[config.mk]
export PLATFORM = sky130hd
export DESIGN_NAME = oversampled_chip_code_serializer
export DESIGN_NICKNAME = d
export VERILOG_FILES = /design/src/rtl/occs_pkg.sv /design/src/rtl/occs_ram.sv /design/src/rtl/occs_pos.sv /design/src/rtl/occs_pack.sv /design/src/rtl/oversampled_chip_code_serializer.sv
export SDC_FILE = /design/constraint.sdc
export NUM_CORES = 1
export LEC_CHECK = 0
export ABC_AREA = 1
export BUFFER_PORTS_ARGS = -buffer_cell sky130_fd_sc_hd__buf_2
export CELL_PAD_IN_SITES_DETAIL_PLACEMENT = 1
export CELL_PAD_IN_SITES_GLOBAL_PLACEMENT = 2
export CORE_UTILIZATION = 41
export DETAILED_ROUTE_END_ITERATION = 10
export PLACE_DENSITY_LB_ADDON = 0.1
export SYNTH_ARGS = -nofsm -noshare
export SYNTH_HDL_FRONTEND = slang
export SYNTH_SLANG_ARGS = --single-unit
export TNS_END_PERCENT = 5
[constraint.sdc]
create_clock -name clk_i -period 20.8 [get_ports clk_i]
set_clock_uncertainty 0.15 [all_clocks]
set_input_delay 0 -clock clk_i [delete_from_list [all_inputs] [get_ports clk_i]]
set_output_delay 0 -clock clk_i [all_outputs]
set_load 0.01 [all_outputs]
[src/rtl/occs_pkg.sv]
`default_nettype none

package occs_pkg;

  localparam int CfgDataW = 10;
  localparam int CfgIdxW  = 1;

  // Register indexes on the configuration port.
  localparam logic [CfgIdxW-1:0] CFG_CODE_LENGTH = 1'b0;
  localparam logic [CfgIdxW-1:0] CFG_OVERSAMPLE  = 1'b1;

  // Item modes.
  localparam logic [1:0] MODE_LOAD   = 2'd0;
  localparam logic [1:0] MODE_EMIT   = 2'd1;
  localparam logic [1:0] MODE_REWIND = 2'd2;

  localparam logic [3:0] MAX_OVERSAMPLE = 4'd8;

  typedef struct packed {
    logic [1:0] mode;
    logic [8:0] chip_index;
    logic       chip_value;
  } in_item_t;

  typedef struct packed {
    logic [7:0] out_byte;
    logic       buffer_end;
  } out_item_t;

  // Control from the sequencer to the position counter.
  typedef struct packed {
    logic step;
    logic rewind;
  } pos_ctrl_t;

  // Control from the sequencer to the byte packer.
  typedef struct packed {
    logic shift;
    logic load;
  } pack_ctrl_t;

endpackage

`default_nettype wire

[src/rtl/occs_ram.sv]
`default_nettype none

module occs_ram #(
  parameter int Width = 1,
  parameter int Depth = 512,
  localparam int AddrW = (Depth > 1) ? $clog2(Depth) : 1
) (
  input  wire logic             clk_i,
  input  wire logic             we_i,
  input  wire logic [AddrW-1:0] waddr_i,
  input  wire logic [Width-1:0] wdata_i,
  input  wire logic [AddrW-1:0] raddr_i,
  output logic      [Width-1:0] rdata_o
);

  logic [Width-1:0] mem_q [Depth];

  always_ff @(posedge clk_i) begin
    if (we_i) begin
      mem_q[waddr_i] <= wdata_i;
    end
    rdata_o <= mem_q[raddr_i];
  end

endmodule

`default_nettype wire

[src/rtl/occs_pos.sv]
`default_nettype none

module occs_pos
  import occs_pkg::*;
#(
  parameter int MaxChips = 512,
  localparam int PosW = $clog2(MaxChips),
  localparam int LenW = ($clog2(MaxChips + 1) > CfgDataW) ? $clog2(MaxChips + 1) : CfgDataW
) (
  input  wire logic            clk_i,
  input  wire logic            rst_ni,
  input  wire pos_ctrl_t       ctrl_i,
  input  wire logic [9:0]      code_length_i,
  input  wire logic [3:0]      oversample_i,
  output logic      [PosW-1:0] chip_pos_o,
  output logic                 at_start_o
);

  logic [PosW-1:0] pos_q, pos_d;
  logic [2:0]      rep_q, rep_d;
  logic [LenW-1:0] len_eff, pos_inc;
  logic [3:0]      osf_eff, rep_inc;

  always_comb begin
    if (code_length_i == 10'd0) begin
      len_eff = LenW'(1);
    end else if (LenW'(code_length_i) > LenW'(MaxChips)) begin
      len_eff = LenW'(MaxChips);
    end else begin
      len_eff = LenW'(code_length_i);
    end

    if (oversample_i == 4'd0) begin
      osf_eff = 4'd1;
    end else if (oversample_i > MAX_OVERSAMPLE) begin
      osf_eff = MAX_OVERSAMPLE;
    end else begin
      osf_eff = oversample_i;
    end
  end

  // A repeat count left at or above a lowered oversample ends its chip on the next bit,
  // and a position left beyond a shortened code wraps to chip zero when it next advances.
  always_comb begin
    rep_inc = {1'b0, rep_q} + 4'd1;
    pos_inc = LenW'(pos_q) + LenW'(1);
    pos_d   = pos_q;
    rep_d   = rep_q;
    if (ctrl_i.rewind) begin
      pos_d = '0;
      rep_d = '0;
    end else if (ctrl_i.step) begin
      if (rep_inc >= osf_eff) begin
        rep_d = '0;
        pos_d = (pos_inc >= len_eff) ? '0 : pos_inc[PosW-1:0];
      end else begin
        rep_d = rep_inc[2:0];
      end
    end
  end

  always_ff @(posedge clk_i or negedge rst_ni) begin
    if (!rst_ni) begin
      pos_q <= '0;
      rep_q <= '0;
    end else begin
      pos_q <= pos_d;
      rep_q <= rep_d;
    end
  end

  assign chip_pos_o = pos_q;
  assign at_start_o = (pos_q == '0) && (rep_q == '0);

endmodule

`default_nettype wire

[src/rtl/occs_pack.sv]
`default_nettype none

module occs_pack
  import occs_pkg::*;
(
  input  wire logic       clk_i,
  input  wire logic       rst_ni,
  input  wire pack_ctrl_t ctrl_i,
  input  wire logic       bit_i,
  input  wire logic       buffer_end_i,
  input  wire logic       out_ready_i,
  output logic            out_valid_o,
  output out_item_t       out_item_o
);

  logic [7:0] shift_q, shift_d;
  logic       out_valid_q, out_valid_d;
  out_item_t  out_q, out_d;

  // The earliest stream bit ends up in the MSB after eight shifts.
  always_comb begin
    shift_d     = ctrl_i.shift ? {shift_q[6:0], bit_i} : shift_q;
    out_d       = out_q;
    out_valid_d = out_valid_q && !out_ready_i;
    if (ctrl_i.load) begin
      out_d.out_byte   = shift_q;
      out_d.buffer_end = buffer_end_i;
      out_valid_d      = 1'b1;
    end
  end

  always_ff @(posedge clk_i) begin
    shift_q <= shift_d;
    out_q   <= out_d;
  end

  always_ff @(posedge clk_i or negedge rst_ni) begin
    if (!rst_ni) begin
      out_valid_q <= 1'b0;
    end else begin
      out_valid_q <= out_valid_d;
    end
  end

  assign out_valid_o = out_valid_q;
  assign out_item_o  = out_q;

endmodule

`default_nettype wire

[src/rtl/oversampled_chip_code_serializer.sv]
// Load and rewind items are taken one per cycle while idle and return nothing.
// An emit item reads the code store one chip per cycle, eight reads in all, then
// passes the last-bit and hold states; its byte is loaded into the output register once
// the output slot is free, and no next item is taken until then.
// After reset the code store is cleared one chip per cycle, all MAX_CHIPS chips, with no
// item accepted meanwhile; registers reset to code length 1 and oversample 1.
`default_nettype none

module oversampled_chip_code_serializer
  import occs_pkg::*;
#(
  parameter int MAX_CHIPS = 512
) (
  input  wire logic                clk_i,
  input  wire logic                rst_ni,
  input  wire logic                cfg_we_i,
  input  wire logic [CfgIdxW-1:0]  cfg_idx_i,
  input  wire logic [CfgDataW-1:0] cfg_wdata_i,
  input  wire logic                in_valid_i,
  output logic                     in_ready_o,
  input  wire in_item_t            in_item_i,
  output logic                     out_valid_o,
  input  wire logic                out_ready_i,
  output out_item_t                out_item_o
);

  localparam int PosW = $clog2(MAX_CHIPS);

  localparam logic [2:0] ST_CLEAR = 3'd0;
  localparam logic [2:0] ST_IDLE  = 3'd1;
  localparam logic [2:0] ST_RUN   = 3'd2;
  localparam logic [2:0] ST_LAST  = 3'd3;
  localparam logic [2:0] ST_HOLD  = 3'd4;

  logic [2:0]      state_q, state_d;
  logic [2:0]      bit_cnt_q, bit_cnt_d;
  logic [PosW-1:0] clr_cnt_q, clr_cnt_d;
  logic [9:0]      code_length_q;
  logic [3:0]      oversample_q;

  logic            in_fire, slot_free;
  logic            ram_we, ram_wdata, ram_rdata;
  logic [PosW-1:0] ram_waddr, chip_pos;
  logic            at_start;
  pos_ctrl_t       pos_ctrl;
  pack_ctrl_t      pack_ctrl;

  assign in_ready_o = (state_q == ST_IDLE);
  assign in_fire    = in_valid_i && in_ready_o;
  assign slot_free  = !out_valid_o || out_ready_i;

  always_ff @(posedge clk_i or negedge rst_ni) begin
    if (!rst_ni) begin
      code_length_q <= 10'd1;
      oversample_q  <= 4'd1;
    end else if (cfg_we_i) begin
      unique case (cfg_idx_i)
        CFG_CODE_LENGTH: code_length_q <= cfg_wdata_i;
        CFG_OVERSAMPLE:  oversample_q  <= cfg_wdata_i[3:0];
        default: ;
      endcase
    end
  end

  always_comb begin
    state_d          = state_q;
    bit_cnt_d        = bit_cnt_q;
    clr_cnt_d        = clr_cnt_q;
    ram_we           = 1'b0;
    ram_waddr        = PosW'(in_item_i.chip_index);
    ram_wdata        = in_item_i.chip_value;
    pos_ctrl         = '0;
    pack_ctrl        = '0;
    unique case (state_q)
      ST_CLEAR: begin
        ram_we    = 1'b1;
        ram_waddr = clr_cnt_q;
        ram_wdata = 1'b0;
        clr_cnt_d = clr_cnt_q + PosW'(1);
        if (clr_cnt_q == PosW'(MAX_CHIPS - 1)) begin
          state_d = ST_IDLE;
        end
      end
      ST_IDLE: begin
        if (in_fire) begin
          unique case (in_item_i.mode)
            MODE_LOAD:   ram_we = (int'(in_item_i.chip_index) < MAX_CHIPS);
            MODE_REWIND: pos_ctrl.rewind = 1'b1;
            MODE_EMIT: begin
              bit_cnt_d = 3'd0;
              state_d   = ST_RUN;
            end
            default: ;
          endcase
        end
      end
      ST_RUN: begin
        // The read of this chip returns next cycle, so each bit is shifted in while the following chip is read.
        pos_ctrl.step   = 1'b1;
        pack_ctrl.shift = (bit_cnt_q != 3'd0);
        bit_cnt_d       = bit_cnt_q + 3'd1;
        if (bit_cnt_q == 3'd7) begin
          state_d = ST_LAST;
        end
      end
      ST_LAST: begin
        pack_ctrl.shift = 1'b1;
        state_d         = ST_HOLD;
      end
      ST_HOLD: begin
        if (slot_free) begin
          pack_ctrl.load = 1'b1;
          state_d        = ST_IDLE;
        end
      end
      default: state_d = ST_IDLE;
    endcase
  end

  always_ff @(posedge clk_i or negedge rst_ni) begin
    if (!rst_ni) begin
      state_q   <= ST_CLEAR;
      bit_cnt_q <= '0;
      clr_cnt_q <= '0;
    end else begin
      state_q   <= state_d;
      bit_cnt_q <= bit_cnt_d;
      clr_cnt_q <= clr_cnt_d;
    end
  end

  occs_ram #(
    .Width(1),
    .Depth(MAX_CHIPS)
  ) u_code_ram (
    .clk_i  (clk_i),
    .we_i   (ram_we),
    .waddr_i(ram_waddr),
    .wdata_i(ram_wdata),
    .raddr_i(chip_pos),
    .rdata_o(ram_rdata)
  );

  occs_pos #(
    .MaxChips(MAX_CHIPS)
  ) u_pos (
    .clk_i        (clk_i),
    .rst_ni       (rst_ni),
    .ctrl_i       (pos_ctrl),
    .code_length_i(code_length_q),
    .oversample_i (oversample_q),
    .chip_pos_o   (chip_pos),
    .at_start_o   (at_start)
  );

  occs_pack u_pack (
    .clk_i       (clk_i),
    .rst_ni      (rst_ni),
    .ctrl_i      (pack_ctrl),
    .bit_i       (ram_rdata),
    .buffer_end_i(at_start),
    .out_ready_i (out_ready_i),
    .out_valid_o (out_valid_o),
    .out_item_o  (out_item_o)
  );

  // The last bit of a byte arrives only after all eight chip reads were issued.
  a_last_after_eight: assert property (@(posedge clk_i) disable iff (!rst_ni)
    state_q == ST_LAST |-> $past(state_q) == ST_RUN && $past(bit_cnt_q) == 3'd7)
    else $error("byte completed before eight reads");

  // The stream position moves only while a byte is being read or on a rewind.
  a_pos_hold: assert property (@(posedge clk_i) disable iff (!rst_ni)
    (state_q == ST_HOLD || state_q == ST_LAST || (state_q == ST_IDLE && !in_fire))
      |=> $stable(chip_pos))
    else $error("stream position moved outside an emit");

  // A fresh result only appears when a finished byte is handed over.
  a_out_from_hold: assert property (@(posedge clk_i) disable iff (!rst_ni)
    $rose(out_valid_o) |-> $past(state_q) == ST_HOLD)
    else $error("result shown without a finished byte");

endmodule

`default_nettype wire
Word level (Yosys, flattened, before mapping)
Memories as Yosys holds them, arrays and structs flattened. A register that Yosys moved wholly into a read port is not among the register bits.
Index checks and enable logic that the tools add are counted.
- $lt $le $gt $ge: 4
- reductions and logical operators: 21
- bitwise logic cells: 1
- muxes and demuxes: 35
- $add $sub $neg: 4
- equality and inequality tests: 13
- operator list (operator ; number):
    9-bit two-way mux ; 5
    3-bit two-way mux ; 10
    10-bit two-way mux ; 2
    3-bit case mux with 5 select lines ; 1
    1-bit two-way mux ; 12
    9-bit by 1-bit adder with 10-bit output (second input constant) ; 1
    10-bit >= comparator ; 1
    10-bit > comparator (second input constant) ; 1
    10-bit zero test ; 1
    9-bit by 1-bit adder with 9-bit output (second input constant) ; 1
    9-bit equality test (second input constant) ; 1
    9-bit zero test ; 1
    4-bit two-way mux ; 2
    3-bit by 2-bit equality test with 1-bit output (second input constant) ; 2
    3-bit equality test (second input constant) ; 2
    3-bit zero test ; 2
    2-bit != test (second input constant) ; 3
    3-bit case mux with 2 select lines ; 1
    2-bit AND reduction ; 3
    2-bit nonzero test ; 3
    5-bit AND reduction ; 1
    3-bit by 1-bit adder with 4-bit output (second input constant) ; 1
    4-bit >= comparator ; 1
    4-bit > comparator (second input constant) ; 1
    14 further kinds ; 19
- word-level logic and storage cells: 90
- bits in writable memories: 512
- bits in registers: 59
- output and inout port bits: 11
- memories: 1
- bits of input ports: 28
- memory list (memory ; words ; width ; rd ports ; clocked after Yosys merged registers in ; write ports ; line ; text):
    u_code_ram.mem_q ; 512 ; 1 ; 1 ; 1 ; 1 ; occs_ram.sv:16 ; logic [Width-1:0] mem_q [Depth];

Depth between registers and ports, before layout
- depth after elaboration: 8
- gate-level depth with buffers: 18
- mapped depth without buffers: 15

Cells and area by module
A second synthesis with hierarchy kept.
- cells, all modules: 2765
- area total of the unflattened synthesis: 26655.6 µm²
- by module, submodules not included (module ; area each (µm²) ; seq. area each (µm²) ; cells each ; instances):
    occs_ram ; 23252.3 ; 15394.8 ; 2354 ; 1
    oversampled_chip_code_serializer ; 1551.5 ; 728.2 ; 187 ; 1
    occs_pos ; 1301.2 ; 300.3 ; 202 ; 1
    occs_pack ; 550.5 ; 535.5 ; 22 ; 1

Worst setup path before layout
Ideal clock, no wire load.
- path type: reg2reg
- start: register state_q[2]
- end: memory u_code_ram.mem_q[0], data pin
- data required time: 18.066 ns
- stages on the path, launching flop included: 6
- library setup time: 2.584 ns
- slack: 5.483 ns
- data arrival time: 12.583 ns
- clock period less this slack: 15.317 ns
- path through: dfrtp_1 nor2_2 nand2_2 inv_2 buf_4 nor2_1
- longest elaborated chain between the ends: 2
- RTL lines (item ; line ; text):
    start: declaration ; oversampled_chip_code_serializer.sv:35 ; logic [2:0] state_q, state_d;
    start signal: assignment ; oversampled_chip_code_serializer.sv:126 ; state_q <= state_d;
    3-bit zero test ; oversampled_chip_code_serializer.sv:74 ; unique case (state_q)
    1-bit two-way mux ; oversampled_chip_code_serializer.sv:74 ;
    via ram_wdata ; oversampled_chip_code_serializer.sv:42 ; logic ram_we, ram_wdata, ram_rdata;
    end: declaration ; occs_ram.sv:16 ;
The timed path passes the listed nets, and every way through them passes these cells.

Worst setup path after layout
- start: register u_pos.pos_q[0] (netlist: u_pos.chip_pos_o[0])
- end: register u_pos.pos_q[0] (netlist: u_pos.chip_pos_o[0])
- longest elaborated chain between the ends: 6
- RTL lines (item ; line ; text):
    start: declaration ; occs_pos.sv:19 ; logic [PosW-1:0] pos_q, pos_d;
    start signal: assignment ; occs_pos.sv:67 ; pos_q <= pos_d;
    9-bit by 1-bit adder with 10-bit output * ; occs_pos.sv:46 ; pos_inc = LenW'(pos_q) + LenW'(1);
    10-bit >= comparator ; occs_pos.sv:55 ; pos_d = (pos_inc >= len_eff) ? '0 : pos_inc[PosW-1:0];
    9-bit two-way mux * ; occs_pos.sv:55 ;
    9-bit two-way mux * ; occs_pos.sv:53 ; if (rep_inc >= osf_eff) begin
    9-bit two-way mux * ; occs_pos.sv:52 ; end else if (ctrl_i.step) begin
    9-bit two-way mux * ; occs_pos.sv:49 ; if (ctrl_i.rewind) begin
Mark *: on every way between the ends. The rest lies on a longest branch, timed or not. The select of a mux whose other input is x is not followed.
A chain may end at the register's enable or synchronous reset.

==> impl.org <==
** Pwr
- Share of total power in combinational logic :: 33.9%
- Power share of the sequential group :: 37.0%
- Net switching is 39.8% of the power.
- Summed over all nets, the switching power comes to 1590 µW.
- Power per cell area :: 135 nW/µm²
- Leakage power :: 0.0106 µW
- The worst-case IR drop observed on VDD is 0.0857 mV.
- Internal power comes to 2400 µW.
- Clock network power share :: 29.1%

** Setup path
- Worst r2r src :: u_pos.chip_pos_o[0]
- Measured in cells, the most critical reg-to-reg path has a length of 15.
- Data on the critical path is required at its endpoint by 21.15 ns.
- R2r endpoint :: u_pos.chip_pos_o[0]
- Setup slack, reg-to-reg :: 15.99 ns
- The worst setup path is of the flop to flop kind.
- For the worst setup path, the data arrival time is 5.17 ns.
- The worst setup path is captured at a flop.
- STA classifies the critical path startpoint as a flop.
- Of all nets on the critical path, the largest fanout is 77.
- The critical path starts at u_pos.chip_pos_o[0].
- In this run the worst setup path terminates at u_pos.chip_pos_o[0].

** Synth
- Synth Register Bits :: 572
- Number of flops mapped to enable cells by yosys :: 529
- In this run the biggest area consumer among cell types represents 60.1% of the synthesized area.
- Syn avg cell area :: 9.50 µm²
- Proportion of synthesized chip area in sequential cells :: 64.2%
- Counting every net in the synthesized netlist gives 2835.
- Synth cell count leaders :: nor2_1 (768), nand2_1 (604), edfxtp_1 (529)
- In the synthesized netlist, the number of instances is 2784.
- Yosys warnings :: 0
- Main synth FF type :: edfxtp_1
- Of all cell types, the one taking the most synthesized area is edfxtp_1.
- Ranked by total cell area, the synthesized netlist is headed by edfxtp_1 (60%), nor2_1 (11%), nand2_1 (8.6%).
- Netlist Area Pre-Place :: 26400 µm²
- The number of different library cells used by synthesis comes to 41.
- The most common cell in the synthesized netlist is nor2_1.
- Of all flip-flops after synthesis, the portion carrying an async set or reset was 7.34%.

** Layout
- Layout area overhead :: 12.2%
- After the last flow step, the layout net total stands at 2818.
- Combined flip-flop and latch cell area :: 17000 µm²
- Count of inserted antenna diode cells :: 0
- Fill cells in the final layout number 7197.
- Measured on the finished design, the core utilization comes to 46.8%.
- In the final layout, the share of cells above drive strength 1 is 7.95%.
- Summing all multi-input logic gate instances after layout gives 8240 µm².

** Placed design
- Global placement routability congestion :: 0.780
- Port Buffers :: 38
- The wire-length estimate of the detail-placed layout is 43400 µm.

** CTS
- # clock sinks :: 572
- After clock tree synthesis, the clock-pin slew on the worst setup and hold paths is 0.06 ns.
- Maximum count of clock buffers along a single path :: 3
- The tree is rooted in a clkbuf_16.
- Number of resized instances in the post-cts repair step :: 0
- Inserted Clock Buffers :: 67
- Clock latency on the worst-skew pair, taken at its later pin, is 0.61 ns.
- TritonCTS built the clock tree.
- The H-tree generated during clock tree synthesis spans 3 levels.

** Min path
- Worst min-delay path category :: input pin to flop
- Worst hold path depth :: 6

** Global routing
- Global routing finished with a remaining overflow of 0.
- Entering global routing, the biggest net connects 286 pins.
- Global-route wire length before repair :: 127000 µm
- The via count of the first global-routing pass came to 20800.
- Antenna violations before repair :: 0
- For this run, the total global-route usage over all layers was measured as 25.8%.

** Floorplanning
- In this run the horizontal extent of the chip is 256 µm.
- Once the floorplan was initialized, standard cells occupied 41.7% of the core.
- The die is 256 µm tall.
- Number of placement rows :: 92
- # IOs :: 39
- Overall die area :: 65500 µm²
- Area of the core :: 63400 µm²

** Route
- The detail route stage leaves a number of antenna-violating nets equal to 0.
- Average vias per placed instance :: 5.48
- Dividing the detail-routed wire length by the instance count gives 23.0 µm.
- Before antenna repair, the detailed router went through 5 iterations.
- Final Routed Wirelength :: 84400 µm
- The final route contains 20100 vias.
- After detailed routing, the number of remaining DRC violations is 0.
- Number of DRC markers in iteration 0 :: 1468

** Timing
- In the final timing run, aggregate negative setup slack is 0 ns.
- Slew of the pin with the lowest slew margin :: 1.18 ns
- Worst Hold Margin :: -0.000792 ns
- Setup violations remaining at the end of the flow were counted as 0.
- Final critical-path share of the clock period :: 23.1%
- RSZ-0062 raised after global routing :: no
- Total count of max-transition violations in the final report :: 0
- The number of hold violations in the final report came to 1.
- Headroom to the max-slew limit came out at 21.2%.
- Minimum clock period after layout :: 4.81 ns
- Highest clock rate :: 208 MHz

** Run status
- The run finished, with violations left.
- Failing checks :: negative hold slack

** Run
- Number of max-cap violations :: 0
## power by group through the flow
stage | Combinational [µW] | Sequential [µW] | Clock (µW)
after global placement | 1320 | 1500 | 0
final | 1350 | 1480 | 1160
after floorplan | 867 | 1510 | 0
after detailed placement | 1350 | 1500 | 0
after CTS | 1360 | 1480 | 1180
after global routing | 1490 | 1480 | 1220
## area by class of cell
class | instances | share of cell area, %
clock buffers | 102 | 6.86
multi-input cells | 1896 | 27.8
inverters | 127 | 1.63
flip-flops and latches | 572 | 57.2
repair buffers | 103 | 2.57
well taps | 846 | 3.57
clock inverters | 18 | 0.363
## worst max-delay path: stages (launching register included)
cell and delay (ns):
dfrtp_4 0.95, buf_4 0.85, ha_1 0.34, nand3_1 0.12
nor2_1 0.22, nand4_1 0.15, xor2_1 0.26, inv_1 0.08
ha_1 0.29, nand2_1 0.09, nor2_1 0.05, a211oi_1 0.20
nand3_1 0.13, a31oi_1 0.16, nand3_1 0.32, o21ai_0 0.30
## worst min path at each step
stage                  startpoint            endpoint  slack (ns)
detailed placement    out_ready_i  u_pack.out_valid_o        0.07
CTS                 in_item_i[11]      u_pos.rep_q[0]        0.06
finish              in_item_i[11]      u_pos.rep_q[0]     -0.0008
global route           in_valid_i      u_pos.rep_q[1]        0.10
global placement      out_ready_i  u_pack.out_valid_o        0.06
floorplan                  rst_ni        bit_cnt_q[0]       -0.45
## what timing repair did
action	4_1_cts	5_1_grt
setup buffers	0	0
hold buffers	29	0
endpoints found under the hold margin	122	0
## state kept, by name, summed over array words and instances (netlist names)
signal              flops
clr_cnt_q               9
bit_cnt_q               3
oversample_q            4
u_pos.chip_pos_o        9
code_length_q          10
u_code_ram.mem_q      512
u_pack.out_item_o       9
state_q                 3
u_pos.rep_q             3
u_code_ram.rdata_o      1
u_pack.out_valid_o      1
u_pack.shift_q          8
## layer usage
layer	routed length, µm	track usage, %	up-vias
li1	-	-	9156
met1	37200	34.6	10300
met2	40200	42.8	501
met3	4680	4.17	141
met4	2240	8.30	0
met5	0	0	-
## stage by stage
stage / hold slack [ns] / power [µW] / instance area (µm²) / instances / worst slack [ns]
after floorplan: -0.446 / 2380 / 26400 / 2784 / 5.48
after global placement: 0.0630 / 2820 / 27200 / 3515 / 16.21
after detailed placement: 0.0680 / 2850 / 27200 / 3515 / 16.08
after CTS: 0.0603 / 4020 / 29700 / 3664 / 16.04
after global routing: 0.100 / 4200 / 29700 / 3664 / 15.70
final: -0.000792 / 3990 / 29700 / 3664 / 15.99
## cell usage in the layout, fill, tap and decap left out, types with 3 or more instances in the layout
| cell | n |
|---|---|
| o21ai_0 | 121 |
| dfrtp_1 | 36 |
| nand4_1 | 4 |
| or2_1 | 4 |
| clkbuf_16 | 73 |
| clkinv_2 | 8 |
| o211ai_1 | 15 |
| clkbuf_1 | 19 |
| ha_1 | 23 |
| a21oi_1 | 36 |
| inv_2 | 7 |
| dlygate4sd3_1 | 29 |
| nor4_1 | 5 |
| buf_4 | 35 |
| nand3_1 | 246 |
| nand2_1 | 588 |
| edfxtp_1 | 529 |
| clkinv_1 | 10 |
| nor2_1 | 766 |
| clkbuf_8 | 10 |
| mux2_2 | 5 |
| o22ai_1 | 10 |
| o21ai_1 | 5 |
| a31oi_1 | 3 |
| nand2_2 | 15 |
| nor2_4 | 5 |
| nor3_2 | 4 |
| nor2_2 | 6 |
| buf_2 | 38 |
| inv_1 | 116 |
| nor3_1 | 6 |
| xor2_1 | 12 |
| o21ai_2 | 3 |
## kinds of logic (layout without fill, tap and decap cells)
family | Yosys count | after routing | synth area share [%]
simple gates | 1656 | 1656 | 25.1
fa+ha+maj | 23 | 23 | 1.09
buf+inv | 316 | 350 | 4.91
flops | 572 | 572 | 64.2
xor+xnor | 14 | 14 | 0.464
mux | 5 | 5 | 0.213
compound gates | 198 | 198 | 4.05
(Power assumes the default switching activity.)
